**config.mk**
```make
export PLATFORM = sky130hd
export DESIGN_NAME = pmtu_ram
export DESIGN_NICKNAME = d
export VERILOG_FILES = /design/src/hw/rtl/path_mtu_cache_with_aging_defines.svh /design/src/hw/rtl/pmtu_ram.sv
export SDC_FILE = /design/constraint.sdc
export NUM_CORES = 1
export LEC_CHECK = 0
export BUFFER_PORTS_ARGS = -buffer_cell sky130_fd_sc_hd__buf_2
export CAP_MARGIN = 20
export CORE_ASPECT_RATIO = 0.5
export CORE_MARGIN = 4
export CORE_UTILIZATION = 25
export CTS_CLUSTER_DIAMETER = 100
export DETAILED_ROUTE_END_ITERATION = 12
export MAX_ROUTING_LAYER = met4
export PLACE_DENSITY = 0.43
export SYNTH_ARGS = -nofsm -noshare
export SYNTH_HDL_FRONTEND = slang
export SYNTH_SLANG_ARGS = --single-unit
```
**constraint.sdc**
```tcl
create_clock -name clk -period 2.77 [get_ports clk]
set_clock_uncertainty 0.2 [all_clocks]
set_input_delay 0.554 -clock clk [delete_from_list [all_inputs] [get_ports clk]]
set_output_delay 0.554 -clock clk [all_outputs]
set_load 0.01 [all_outputs]
```
**src/hw/rtl/path_mtu_cache_with_aging_defines.svh**
```systemverilog
// Assertion macros shared by the path MTU cache RTL.
`ifndef PATH_MTU_CACHE_WITH_AGING_DEFINES_SVH
`define PATH_MTU_CACHE_WITH_AGING_DEFINES_SVH
`ifndef SYNTH
// Same-cycle implication: whenever ante holds, cons must hold too.
`define PMTU_ASSERT_IMP(lbl, clk, rst_n, ante, cons) \
    lbl: assert property (@(posedge clk) disable iff (!rst_n) (ante) |-> (cons)) \
        else $error("%m: check failed");
// Next-cycle implication: cons must hold in the cycle after ante.
`define PMTU_ASSERT_NEXT(lbl, clk, rst_n, ante, cons) \
    lbl: assert property (@(posedge clk) disable iff (!rst_n) (ante) |=> (cons)) \
        else $error("%m: check failed");
`else
`define PMTU_ASSERT_IMP(lbl, clk, rst_n, ante, cons)
`define PMTU_ASSERT_NEXT(lbl, clk, rst_n, ante, cons)
`endif
`endif

```
**src/hw/rtl/pmtu_ram.sv**
```systemverilog
// Generic single-port-write, single-port-read RAM with registered read data.
module pmtu_ram #(
    parameter int WIDTH = 8,
    parameter int DEPTH = 16,
    localparam int AW = (DEPTH > 1) ? $clog2(DEPTH) : 1
) (
    input  logic             clk,
    input  logic             we,
    input  logic [AW-1:0]    waddr,
    input  logic [WIDTH-1:0] wdata,
    input  logic             re,
    input  logic [AW-1:0]    raddr,
    output logic [WIDTH-1:0] rdata
);

    logic [WIDTH-1:0] mem_reg [DEPTH];
    logic [WIDTH-1:0] rdata_reg;

    always_ff @(posedge clk)
    begin
        if (we)
        begin
            mem_reg[waddr] <= wdata;
        end
        if (re)
        begin
            rdata_reg <= mem_reg[raddr];
        end
    end

    assign rdata = rdata_reg;

endmodule

```
==> impl_summary.log <==
[metrics] kind of cell adding the most delay to the critical path: multiplexers
[metrics] critical register-to-register path endpoint: rdata[3]$_DFFE_PP_
[metrics] antenna violations before repair: 0
[metrics] Initial Utilization: 25.4%
[metrics] Max-Slew Margin vs Limit: 70.6%
[metrics] crit path launch type: input pin
[metrics] clock slew at the register clock pins of the worst setup and hold paths: 0.06 ns
[metrics] leakage power: 0.00213 uW
[metrics] number of rows created at floorplan: 37
[metrics] buffers and inverters on the worst path: 2
[metrics] shortest period the worst path allows: 2.05 ns
[metrics] proportion of register bits with asynchronous set or reset after synthesis: 0%
[metrics] sum of negative setup slack: 0 ns
[metrics] final-layout fill cell count: 1,995
[metrics] power density over the cells: 758 nW/um^2
[metrics] clock buffer depth: 2
[metrics] main area contributors after synthesis: sky130_fd_sc_hd__edfxtp_1, sky130_fd_sc_hd__mux4_2, sky130_fd_sc_hd__mux4_1
[metrics] Die ar.: 23,400 um^2
[metrics] routed vias: 2,462
[metrics] number of flip-flops in the largest register: 128
[metrics] total CTS buffers: 17
[metrics] warning count from the yosys run: 0
[metrics] io pins: 27
[metrics] capturing element of the worst setup path: rdata[3]$_DFFE_PP_
[metrics] final global-route overflow total: 0
[metrics] number of antenna cells inserted: 0
[metrics] max-cap violation count: 0
[metrics] WP data arrival: 2.00 ns
[metrics] Chip Width: 213 um
[metrics] post-detailed-route wirelength per cell: 19.7 um
[metrics] Commonest cells post-synth: sky130_fd_sc_hd__edfxtp_1, sky130_fd_sc_hd__mux4_2, sky130_fd_sc_hd__a22oi_1, sky130_fd_sc_hd__mux4_1, sky130_fd_sc_hd__nor2_1
[metrics] sequential cell area fraction in the yosys report: 78.1%
[metrics] Crit path required time: 2.71 ns
[metrics] clock sink count: 136
[metrics] global-route wire length before repair: 16,600 um
[metrics] maximum ir drop on the vdd rail: 0.000488 V
[metrics] critical-path cell with the highest stage delay: sky130_fd_sc_hd__mux4_1
[metrics] final cell count without fillers: 571
[metrics] Root Buffer Master: sky130_fd_sc_hd__clkbuf_16
[metrics] number of cell instances on the worst register-to-register path: 3
[metrics] Reg-to-Reg Start: mem_reg[1][3]$_DFFE_PP_
[metrics] number of H-tree branching levels: 4
[metrics] number of buffers added for setup after CTS: 0
[metrics] cell chain of the critical path: buf_2 -> buf_12 -> mux4_1 -> a22oi_1 -> nand2_1
[metrics] core region area: 20,600 um^2
[metrics] number of distinct library cell variants in the gate-level netlist after synthesis: 18
[metrics] top flip-flop cell by instance count after synthesis: sky130_fd_sc_hd__edfxtp_1
[metrics] cell total after placement: 539
[metrics] Syn-to-layout area delta: 22.9%
[metrics] post-CTS resize count: 0
[metrics] fin crit share: 74.2%
[metrics] count of endpoints failing hold in the final timing report: 0
[metrics] Avg Inst Size Synth: 22.8 um^2
[metrics] First-pass DRT Iterations: 4
[metrics] CP startpoint: raddr[0]
[metrics] pin count of the biggest net entering global routing: 33
[metrics] post-synth net total: 248
[metrics] setup repair after global routing missed its margin: false
[metrics] final weighted congestion in routability-driven placement: 0.719
[metrics] estimated wirelength of the detail-placed design: 7220 um
[metrics] ratio of cells with drive above 1 in the final layout: 32.6%
[metrics] count of flip-flops with a built-in enable after synthesis: 136
[metrics] class of the tightest hold or removal check: in2reg
[metrics] insertion delay to the later sink of the worst-skew pair: 0.41 ns
[metrics] stages on the worst setup path: 5
[metrics] register-to-register setup slack: 0.91 ns
[metrics] nature of the critical path endpoint: flip-flop
[metrics] Yosys top cell by area: sky130_fd_sc_hd__edfxtp_1
[metrics] # setup viols final: 0
[metrics] run status: finished clean
[metrics] Critical Path Max Stage Delay: 0.61 ns
[metrics] remaining number of nets flagged by the antenna check after routing: 0
[metrics] Starting DRT DRC Count: 194
[metrics] # hold bufs at CTS: 0
[metrics] slew at the pin closest to its max-slew limit: 0.442 ns
[metrics] number of synthesized register bits: 136
[metrics] final routed DRC violation total: 0
[metrics] final net count: 304
[metrics] Tot GR Track Use: 10.4%
[metrics] Final Max Tran Viols: 0
[metrics] final routed wirelength across all metal layers: 11,200 um
[metrics] vertical extent of the die: 110 um
[metrics] area share of the largest cell type after synthesis: 78.1%
[metrics] most repeated cell in the gate-level netlist after synthesis: sky130_fd_sc_hd__edfxtp_1
[metrics] cell count after synthesis: 229
[metrics] clock tree from TritonCTS: yes
[metrics] critical setup path kind: in2reg
[metrics] fmax: 487 MHz
[metrics] number of global-route vias before repair: 2,580
[metrics] highest fanout seen on the critical path: 17
[metrics] vias per inst: 4.31
[metrics] Port Buffers: 26
[metrics] synthesized cell area: 5230 um^2
==> power breakdown <==
part	leakage, uW	internal, uW	switching [uW]
clock	0.000292	1440	876
sequential	0.00124	2320	10.7
combinational	0.000598	94.7	133
total	0.00213	3850	1020
==> stage by stage <==
step / total power [uW] / setup WS [ns] / area (um^2) / hold WS (ns) / utilization [%]
floorplan: 2490 / 0.523 / 5230 / 0.453 / -
global placement: 2600 / 0.330 / 5810 / 0.540 / 28.3
detailed placement: 2610 / 0.321 / 5810 / 0.535 / 28.3
CTS: 4930 / 0.760 / 6420 / 0.302 / 31.3
global route: 5050 / 0.700 / 6420 / 0.304 / 31.3
finish: 4870 / 0.716 / 6420 / 0.315 / 31.3
==> worst register-to-register path, delay by kind of cell (launching register included) <==
kind / cells / cell delay [ns]
muxes: 1 / 0.51
AOI/OAI and AO/OA: 1 / 0.40
DFF: 1 / 0.36
and+or+nand+nor: 1 / 0.12
==> routing by layer <==
metal	vias to the layer above	share of wire (%)	track usage [%]	routed length, um
li1	1095	-	-	-
met1	1316	47	13.2	5260
met2	44	49	16.7	5470
met3	7	3.7	2.91	415
met4	0	0.81	2.89	91
met5	-	0	-	0
==> how the worst min path moves through the flow <==
stage / slack (ns) / cells past startpoint / from / end
floorplan: 0.45 / 0 / wdata[0] / mem_reg[0][0]$_DFFE_PP_
global placement: 0.54 / 3 / mem_reg[12][6]$_DFFE_PP_ / rdata[6]$_DFFE_PP_
detailed placement: 0.53 / 3 / mem_reg[12][6]$_DFFE_PP_ / rdata[6]$_DFFE_PP_
CTS: 0.30 / 1 / re / rdata[0]$_DFFE_PP_
global route: 0.30 / 1 / re / rdata[0]$_DFFE_PP_
finish: 0.31 / 1 / re / rdata[0]$_DFFE_PP_
==> cell usage in the layout (no fill, tap or decap), types with 2 or more instances in the layout <==
cell / instances
sky130_fd_sc_hd__a22oi_1: 16
sky130_fd_sc_hd__buf_12: 3
sky130_fd_sc_hd__buf_2: 26
sky130_fd_sc_hd__buf_4: 18
sky130_fd_sc_hd__bufinv_16: 3
sky130_fd_sc_hd__clkbuf_16: 17
sky130_fd_sc_hd__clkinv_4: 2
sky130_fd_sc_hd__clkinvlp_4: 3
sky130_fd_sc_hd__edfxtp_1: 136
sky130_fd_sc_hd__inv_6: 4
sky130_fd_sc_hd__inv_8: 2
sky130_fd_sc_hd__mux4_1: 14
sky130_fd_sc_hd__mux4_2: 18
sky130_fd_sc_hd__nand2_1: 9
sky130_fd_sc_hd__nand2b_1: 2
sky130_fd_sc_hd__nand3b_1: 2
sky130_fd_sc_hd__nor2_1: 13
sky130_fd_sc_hd__nor3_1: 4
==> kinds of logic after synthesis <==
| kind of cell | share of synthesized area, % |
|---|---|
| AND/OR/NAND/NOR | 3.14 |
| multiplexers | 14.8 |
| buffers and inverters | 1.65 |
| AO/OA/AOI/OAI | 2.30 |
| flip-flops | 78.1 |
==> layout make-up <==
type,instances,area [um^2],share of cell area (%)
clock inverter,15,191,2.98
tap,273,342,5.32
timing repair buffer,47,325,5.06
clock buffer,17,425,6.62
multi-input combinational,83,1060,16.5
sequential,136,4080,63.6
Note: power is estimated with default switching activity, not from simulation.
