===== config.mk =====
export PLATFORM = sky130hd
export DESIGN_NAME = pmtu_hash
export DESIGN_NICKNAME = d
export VERILOG_FILES = /design/src/hw/rtl/path_mtu_cache_with_aging_defines.svh /design/src/hw/rtl/pmtu_pkg.sv /design/src/hw/rtl/pmtu_hash.sv
export SDC_FILE = /design/constraint.sdc
export NUM_CORES = 1
export LEC_CHECK = 0
export BUFFER_PORTS_ARGS = -buffer_cell sky130_fd_sc_hd__clkbuf_2
export CAP_MARGIN = 10
export CORE_AREA = 3 3 40 42
export DETAILED_ROUTE_END_ITERATION = 8
export DIE_AREA = 0 0 43 45
export PLACE_DENSITY = 0.48
export SYNTH_ARGS = -nofsm -noshare
export SYNTH_HDL_FRONTEND = slang
export SYNTH_SLANG_ARGS = --single-unit

===== constraint.sdc =====
create_clock -name vclk -period 0.8
set_input_delay 0.24 -clock vclk [all_inputs]
set_output_delay 0.24 -clock vclk [all_outputs]
set_load 0.02 [all_outputs]

===== src/hw/rtl/path_mtu_cache_with_aging_defines.svh =====
// Assertion macros shared by the path MTU cache RTL.
`ifndef PATH_MTU_CACHE_WITH_AGING_DEFINES_SVH
`define PATH_MTU_CACHE_WITH_AGING_DEFINES_SVH
`ifndef SYNTH
// Same-cycle implication: whenever ante holds, cons must hold too.
`define PMTU_ASSERT_IMP(lbl, clk, rst_n, ante, cons) \
    lbl: assert property (@(posedge clk) disable iff (!rst_n) (ante) |-> (cons)) \
        else $error("%m: check failed");
// Next-cycle implication: cons must hold in the cycle after ante.
`define PMTU_ASSERT_NEXT(lbl, clk, rst_n, ante, cons) \
    lbl: assert property (@(posedge clk) disable iff (!rst_n) (ante) |=> (cons)) \
        else $error("%m: check failed");
`else
`define PMTU_ASSERT_IMP(lbl, clk, rst_n, ante, cons)
`define PMTU_ASSERT_NEXT(lbl, clk, rst_n, ante, cons)
`endif
`endif


===== src/hw/rtl/pmtu_pkg.sv =====
// Shared types, codes and constants of the path MTU cache.
package pmtu_pkg;

    // Transaction modes on the item channel.
    localparam logic [1:0] MODE_TRANSMIT = 2'd0;
    localparam logic [1:0] MODE_REPORT   = 2'd1;
    localparam logic [1:0] MODE_TICK     = 2'd2;

    // Report outcome codes.
    localparam logic [1:0] STATUS_IGNORED  = 2'd0;
    localparam logic [1:0] STATUS_UPDATED  = 2'd1;
    localparam logic [1:0] STATUS_INSERTED = 2'd2;
    localparam logic [1:0] STATUS_DROPPED  = 2'd3;

    // Configuration register indexes.
    localparam logic [0:0] CFG_SWEEP_PERIOD  = 1'b0;
    localparam logic [0:0] CFG_ENTRY_TIMEOUT = 1'b1;

    localparam logic [31:0] SWEEP_PERIOD_RESET  = 32'd1000;
    localparam logic [31:0] ENTRY_TIMEOUT_RESET = 32'd6000;

    localparam logic [15:0] DF_LIMIT          = 16'd576;
    localparam logic [15:0] IPV4_HDR_LEN      = 16'd20;
    localparam logic [7:0]  ICMP_TYPE_UNREACH = 8'd3;
    localparam logic [7:0]  ICMP_CODE_FRAG    = 8'd4;

    typedef struct packed {
        logic [31:0] addr;
        logic [15:0] mtu;
        logic [31:0] stamp;
    } entry_t;

    typedef enum logic [2:0] {
        ST_IDLE,
        ST_HASH,
        ST_EVAL,
        ST_SWEEP,
        ST_INSERT,
        ST_DONE
    } pmtu_state_t;

    // XOR fold of the address; the bucket is this value modulo the bucket count.
    function automatic logic [31:0] pmtu_fold(input logic [31:0] a);
        logic [31:0] h;
        h = a ^ (a >> 16);
        return h ^ (h >> 8);
    endfunction

endpackage


===== src/hw/rtl/pmtu_hash.sv =====
// Bucket hash: XOR fold of the address reduced modulo the bucket count.
module pmtu_hash
    import pmtu_pkg::*;
#(
    parameter int BUCKETS = 16
) (
    input  logic                       clk,
    input  logic                       rst_n,
    input  logic                       start,
    input  logic [31:0]                addr,
    output logic                       done,
    output logic [$clog2(BUCKETS)-1:0] bucket
);

    localparam int BW = $clog2(BUCKETS);
    localparam bit IS_POW2 = (BUCKETS & (BUCKETS - 1)) == 0;

    logic [31:0] folded;

    assign folded = pmtu_fold(addr);

    generate
        if (IS_POW2)
        begin : g_mask
            // A power-of-two count keeps only the low bits, so the bucket is ready at once.
            assign done   = start;
            assign bucket = folded[BW-1:0];
        end
        else
        begin : g_serial
            // Byte-serial remainder, most significant byte first: r = (r * 256 + byte) mod N.
            logic [BW-1:0] shift_tab [2**BW];
            logic [BW-1:0] byte_tab [256];
            logic [31:0]   h_reg;
            logic [BW-1:0] r_reg;
            logic [BW-1:0] r_next;
            logic [BW:0]   sum;
            logic          busy_reg;
            logic [1:0]    step_reg;
            logic          done_reg;

            for (genvar i = 0; i < 2**BW; i++)
            begin : g_shift
                assign shift_tab[i] = BW'((i * 256) % BUCKETS);
            end
            for (genvar j = 0; j < 256; j++)
            begin : g_byte
                assign byte_tab[j] = BW'(j % BUCKETS);
            end

            always_comb
            begin
                sum = {1'b0, shift_tab[r_reg]} + {1'b0, byte_tab[h_reg[31:24]]};
                if (sum >= (BW + 1)'(BUCKETS))
                begin
                    r_next = BW'(sum - (BW + 1)'(BUCKETS));
                end
                else
                begin
                    r_next = sum[BW-1:0];
                end
            end

            always_ff @(posedge clk or negedge rst_n)
            begin
                if (!rst_n)
                begin
                    busy_reg <= 1'b0;
                    step_reg <= 2'd0;
                    done_reg <= 1'b0;
                end
                else
                begin
                    done_reg <= busy_reg && (step_reg == 2'd3);
                    if (start)
                    begin
                        busy_reg <= 1'b1;
                        step_reg <= 2'd0;
                    end
                    else if (busy_reg)
                    begin
                        step_reg <= step_reg + 2'd1;
                        if (step_reg == 2'd3)
                        begin
                            busy_reg <= 1'b0;
                        end
                    end
                end
            end

            always_ff @(posedge clk)
            begin
                if (start)
                begin
                    h_reg <= folded;
                    r_reg <= '0;
                end
                else if (busy_reg)
                begin
                    h_reg <= {h_reg[23:0], 8'h00};
                    r_reg <= r_next;
                end
            end

            assign done   = done_reg;
            assign bucket = r_reg;
        end
    endgenerate

endmodule


==> out/results.txt, run 1 <==
drt initial violations - 0
Peak supply drop - 0.383 mV
Leak Pwr - 0.247 nW
crit path cell chain - buf_8 -> xor2_4 -> xnor2_4 -> buf_8
Slowest-stage cell, CP - xor2_4
gr ovfl total - 0
final period utilization - 1.33
Final min period - 1060 ps
antenna violations before repair - 0
worst min-delay path category - in -> out
I/O Buffers - 20
post-layout util - 0.494
Fin. Hold Viols - 0
Buf/Inv on CP - 2
WL final - 450 microns
worst hold path stage count - 0
max incr delay on CP - 180 ps
setup repair bufs after CTS - 0
gr usage total - 0.0534
syn nets - 48
Layout Nets - 69
Max Fanout on Critical Path - 1
Top Family by Delay on Critical Path - XOR/XNOR gates
CP Launch Type - input port
most frequent cells in the layout - 12 x buf_8, 8 x xnor2_4, 6 x clkbuf_8, 4 x xor2_4, 2 x buf_6
Final ANT Viol Nets - 0
DR pass1 iterations - 1
Via Count - 153
Die Width - 43 microns
largest net degree at the start of global routing - 2
DR WL/cell - 9.57 microns
core area - 0.00128 sq mm
commonest non-fill, non-tap cell in the layout - buf_8
worst path arrival time - 820 ps
Pins Over Slew Limit - 0
hold-fix buffers at CTS - 0
Yosys cell types - 3
vias per std cell - 3.26
synth-to-layout area growth - 463%
cell with the most instances on the worst path - buf_8
RSZ-0062 raised after global routing - true
setup violators final - 4
syn_area_per_cell - 8.66 sq um
area occupied by registers - 0 sq um
Die Span Y - 45 microns
Power Dens Cells - 918 mW/mm^2
Max Freq - 940 MHz
post-route setup slack - -263 ps
register area share after synthesis - 0
row cnt - 13
status - finished, violations left
first-pass GRT wire length - 814 microns
TNS Setup - -1040 ps
failing checks - setup timing
Worst-Margin Slew - 197 ps
DP HPWL - 402 microns
initial core utilization - 0.0876
# diodes - 0
DP Worst Slack - -345 ps
Routability Congestion - 0.501
# DRC - 0
vias in the first global route - 192
Ports - 40
share of layout cells above drive strength 1 - 1.00
relative max-transition margin - 0.868
Post-Syn Instances - 13
# clk buffers - 0
Max Cap Viol - 0
crit end category - primary output
Setup CP Type - in -> out
FF+latch count - 0
die area - 0.00194 sq mm
WP depth - 4
synthesized area - 113 sq um
Ys Warns - 0
required time of the critical path - 560 ps
## Yosys cell counts
library cell	instances	area [sq um]
xor2_1	4	35.0
xnor2_1	8	70.1
buf_4	1	7.51
## worst paths after layout
check | end | slack (ps) | from
setup / recovery | bucket[2] | -260 | addr[26]
hold / removal | done | 480 | start
## power breakdown
part | internal [mW] | switching [mW]
sequential | 0 | 0
combinational | 0.373 | 0.209
clock | 0 | 0
## cell families after synthesis
logic type / synth area share
XOR/XNOR: 0.933
buffers and inverters: 0.0667
## per-stage QoR
stage / hold slack, ps / area [sq um] / cells / total power [mW]
4_1_cts: 480 / 572 / 47 / 0.529
2_1_floorplan: 593 / 338 / 13 / 0.302
6_report: 480 / 634 / 47 / 0.582
3_5_place_dp: 480 / 449 / 47 / 0.421
5_1_grt: 480 / 634 / 47 / 0.611
3_3_place_gp: 480 / 449 / 47 / 0.414
## final cells by class
cell class / count / area (sq um)
timing repair buffer: 20 / 285
tap: 15 / 18.8
fill: 114 / 651
multi-input combinational: 12 / 330
## routing by layer
layer,vias to the layer above,part of all wire,global-route usage
met5,-,0,0
met4,0,0,0
met3,0,0.051,0
met2,6,0.81,0.132
met1,74,0.14,0.0484
li1,73,-,-
## timing repair
item / CTS / global route
setup endpoints to repair: 4 / 4
pin swaps: 11 / 12
resized for setup: 18 / 30
(Power assumes the default switching activity.)
==> run 2: changes to the inputs <==
PLACE_DENSITY = 0.5   (was 0.48)
clock period = 0.9 ns   (was 0.8 ns; I/O delays follow)
==> run 2 against run 1 <==
Effect of this change: cell area is 2.0% lower; first-iteration DRC count is the same; via count is 0.65% higher; cell count unchanged; combinational power down 12%; highest routed layer unchanged; utilization decreased by 0.97 points; sequential share of layout area unchanged; global-route usage shrank 0.24 points; critical path type unchanged; die area did not move; total power decreased by 12%; the flow still finishes with violations (setup timing); wire length rose by 2.0%; setup slack better by 36 ps.
==> out/results.txt, run 2 (synthesized netlist as in run 1, its figures left out) <==
status - finished, violations left
failing checks - setup timing
multi-input gate area in the final layout - 330 sq um
# DRC - 0
Hold Slack - 540 ps
setup repair bufs after CTS - 0
FF+latch count - 0
Max Freq - 887 MHz
worst min-delay path category - in -> out
WL final - 459 microns
Power Dens Cells - 826 mW/mm^2
Worst-Margin Slew - 192 ps
Final min period - 1130 ps
# diodes - 0
largest net degree at the start of global routing - 2
RSZ-0062 raised after global routing - true
antenna violations before repair - 0
required time of the critical path - 630 ps
row cnt - 13
Pins Over Slew Limit - 0
TNS Setup - -881 ps
core area - 0.00128 sq mm
Max Cap Viol - 0
crit end category - primary output
worst path arrival time - 860 ps
Die Span Y - 45 microns
final non-filler cell total - 47
Final ANT Viol Nets - 0
Die Width - 43 microns
share of layout cells above drive strength 1 - 1.00
# clk buffers - 0
hold-fix buffers at CTS - 0
synth-to-layout area growth - 452%
DR WL/cell - 9.77 microns
initial core utilization - 0.0876
vias in the first global route - 184
Setup CP Type - in -> out
DP HPWL - 452 microns
CP Launch Type - input port
final period utilization - 1.25
die area - 0.00194 sq mm
post-route setup slack - -228 ps
Peak supply drop - 0.299 mV
Via Count - 154
Leak Pwr - 0.242 nW
Layout Nets - 69
most frequent cells in the layout - 11 x buf_8, 8 x xnor2_4, 4 x xor2_4, 4 x clkbuf_8, 4 x buf_6
Fin. Hold Viols - 0
Max Fanout on Critical Path - 1
DR pass1 iterations - 1
first-pass GRT wire length - 752 microns
commonest non-fill, non-tap cell in the layout - buf_8
gr ovfl total - 0
area occupied by registers - 0 sq um
DP Worst Slack - -313 ps
Fill cells - 107
drt initial violations - 0
total placed cells including tap cells - 47
placed instance area - 449 sq um
Non-Filler Cell Area, Final - 622 sq um
Routability Congestion - 0.552
gr usage total - 0.0510
relative max-transition margin - 0.872
Ports - 40
vias per std cell - 3.28
I/O Buffers - 20
setup violators final - 4
==> run 2: worst paths after layout <==
path / startpoint / to / slack (ps) / cells after the start
max: addr[11] / bucket[3] / -230 / 4
min: start / done / 540 / 0
==> run 2: what timing repair did <==
action / 4_1_cts / 5_1_grt
cloned: 0 / 0
endpoints found under the setup margin: 4 / 4
pin swaps: 9 / 12
gates resized for setup: 15 / 37
==> run 2: area by class of cell <==
class / count / area share
timing repair buffer: 20 / 0.439
tap: 15 / 0.0302
multi-input combinational: 12 / 0.531
==> run 2: worst max-delay path, cell delays in order <==
cell and delay, ps:
buf_6 100, xor2_4 190, xnor2_4 170, buf_8 130
==> run 2: metal layers <==
layer / global-route usage / wire length, microns
met1: 0.0389 / 49
met2: 0.135 / 382
met3: 0 / 27
met4: 0 / 0
met5: 0 / 0
==> run 2: report_power, final <==
part	switching, mW	total (mW)	internal [mW]
logic	0.186	0.514	0.328
clock network	0	0	0
registers	0	0	0
==> run 2: metrics by stage <==
step            util  total power, mW
2_1_floorplan      -            0.269
3_3_place_gp   0.350            0.369
3_5_place_dp   0.350            0.377
4_1_cts        0.425            0.461
5_1_grt        0.484            0.539
6_report       0.484            0.514
==> run 3: changes to the inputs <==
==> constraint.sdc (replaced) <==
create_clock -name vclk -period 0.9
set_input_delay 0.135 -clock vclk [all_inputs]
set_output_delay 0.135 -clock vclk [all_outputs]
set_load 0.02 [all_outputs]
==> run 3 against run 2 <==
Effect of this change: the run now ends clean; total power shrank 59%; critical endpoint unchanged; wire length shrank 37%; cell area shrank 62%; via count shrank 6.5%; worst hold slack got worse by 270 ps; die area unchanged; flip-flop and latch count unchanged; largest cell class is now non-clock buffers.
==> out/results.txt, run 3 (synthesized netlist as in run 1, its figures left out) <==
Routability Congestion - 0.508
Leak Pwr - 0.119 nW
Final min period - 844 ps
RSZ-0062 raised after global routing - false
# DRC - 0
worst min-delay path category - in -> out
WL final - 291 microns
Power Internal - 0.111 mW
area occupied by registers - 0 sq um
Max Cap Viol - 0
CTS-repair resized insts - 0
Top Family by Delay on Critical Path - XOR/XNOR gates
combinational power share - 1.000
CP Launch Type - input port
I/O Buffers - 20
crit path cell chain - clkbuf_2 -> xor2_1 -> xnor2_1 -> buf_4
Non-Filler Cell Area, Final - 234 sq um
Peak supply drop - 0.214 mV
vias in the first global route - 118
# diodes - 0
initial core utilization - 0.0876
commonest non-fill, non-tap cell in the layout - clkbuf_2
Worst-Margin Slew - 168 ps
share of layout cells above drive strength 1 - 0.625
die area - 0.00194 sq mm
FF+latch count - 0
most frequent cells in the layout - 16 x clkbuf_2, 8 x xnor2_1, 4 x xor2_1, 4 x buf_4
Die Width - 43 microns
core area - 0.00128 sq mm
TNS Setup - 0 ps
crit end category - primary output
sequential power share - 0
Ports - 40
drt initial violations - 0
Slowest-stage cell, CP - xor2_1
vias per std cell - 3.06
gr usage total - 0.0224
Layout Nets - 69
relative max-transition margin - 0.887
final period utilization - 0.938
max incr delay on CP - 160 ps
largest net degree at the start of global routing - 2
Die Span Y - 45 microns
total placed cells including tap cells - 47
antenna violations before repair - 0
Via Count - 144
gr ovfl total - 0
setup repair bufs after CTS - 0
placed instance area - 224 sq um
status - finished clean
Setup CP Type - in -> out
row cnt - 13
Fill cells - 151
Final ANT Viol Nets - 0
final non-filler cell total - 47
hold-fix buffers at CTS - 0
Pins Over Slew Limit - 0
Clk pwr share - 0
switching power - 0.0995 mW
sw frac - 0.473
Hold Path Sink - done
setup violators final - 0
worst hold path stage count - 0
first-pass GRT wire length - 372 microns
multi-input gate area in the final layout - 105 sq um
Buf/Inv on CP - 2
worst path arrival time - 710 ps
Power Dens Cells - 898 mW/mm^2
Fin. Hold Viols - 0
hold path startpoint - start
required time of the critical path - 760 ps
DR WL/cell - 6.19 microns
# clk buffers - 0
synth-to-layout area growth - 108%
Max Freq - 1190 MHz
Max Fanout on Critical Path - 1
DR pass1 iterations - 1
run 3: worst max path at each step:
stage	from	end	slack, ps	cells past startpoint
5_1_grt	addr[10]	bucket[2]	10	4
2_1_floorplan	addr[24]	bucket[0]	80	2
3_3_place_gp	addr[19]	bucket[3]	50	4
4_1_cts	addr[19]	bucket[3]	8	4
6_report	addr[27]	bucket[3]	60	4
3_5_place_dp	addr[19]	bucket[3]	8	4
run 3: layer usage:
layer	global-route usage	vias to the layer above	wire length, microns
met5	0	-	0
met4	0	0	0
met3	0.00797	0	68
met2	0.0419	10	150
met1	0.0262	58	71
li1	-	76	-
run 3: final cells by class:
class / instances / share of cell area
Timing Repair Buffer: 20 / 0.471
Tap cell: 15 / 0.0802
Multi-Input combinational cell: 12 / 0.449
run 3: stage by stage:
step	power [mW]	utilization	setup WS [ps]	hold slack [ps]
finish	0.210	0.182	56.2	270
global route	0.228	0.182	13.0	270
CTS	0.192	0.174	7.74	270
detailed placement	0.191	0.174	7.91	270
global placement	0.189	0.174	46.4	270
floorplan	0.120	-	81.4	383
run 3: power groups by stage:
stage | Sequential [mW] | Combinational (mW) | Clock (mW)
final | 0 | 0.210 | 0
after global routing | 0 | 0.228 | 0
after CTS | 0 | 0.192 | 0
after detailed placement | 0 | 0.191 | 0
after global placement | 0 | 0.189 | 0
after floorplan | 0 | 0.120 | 0
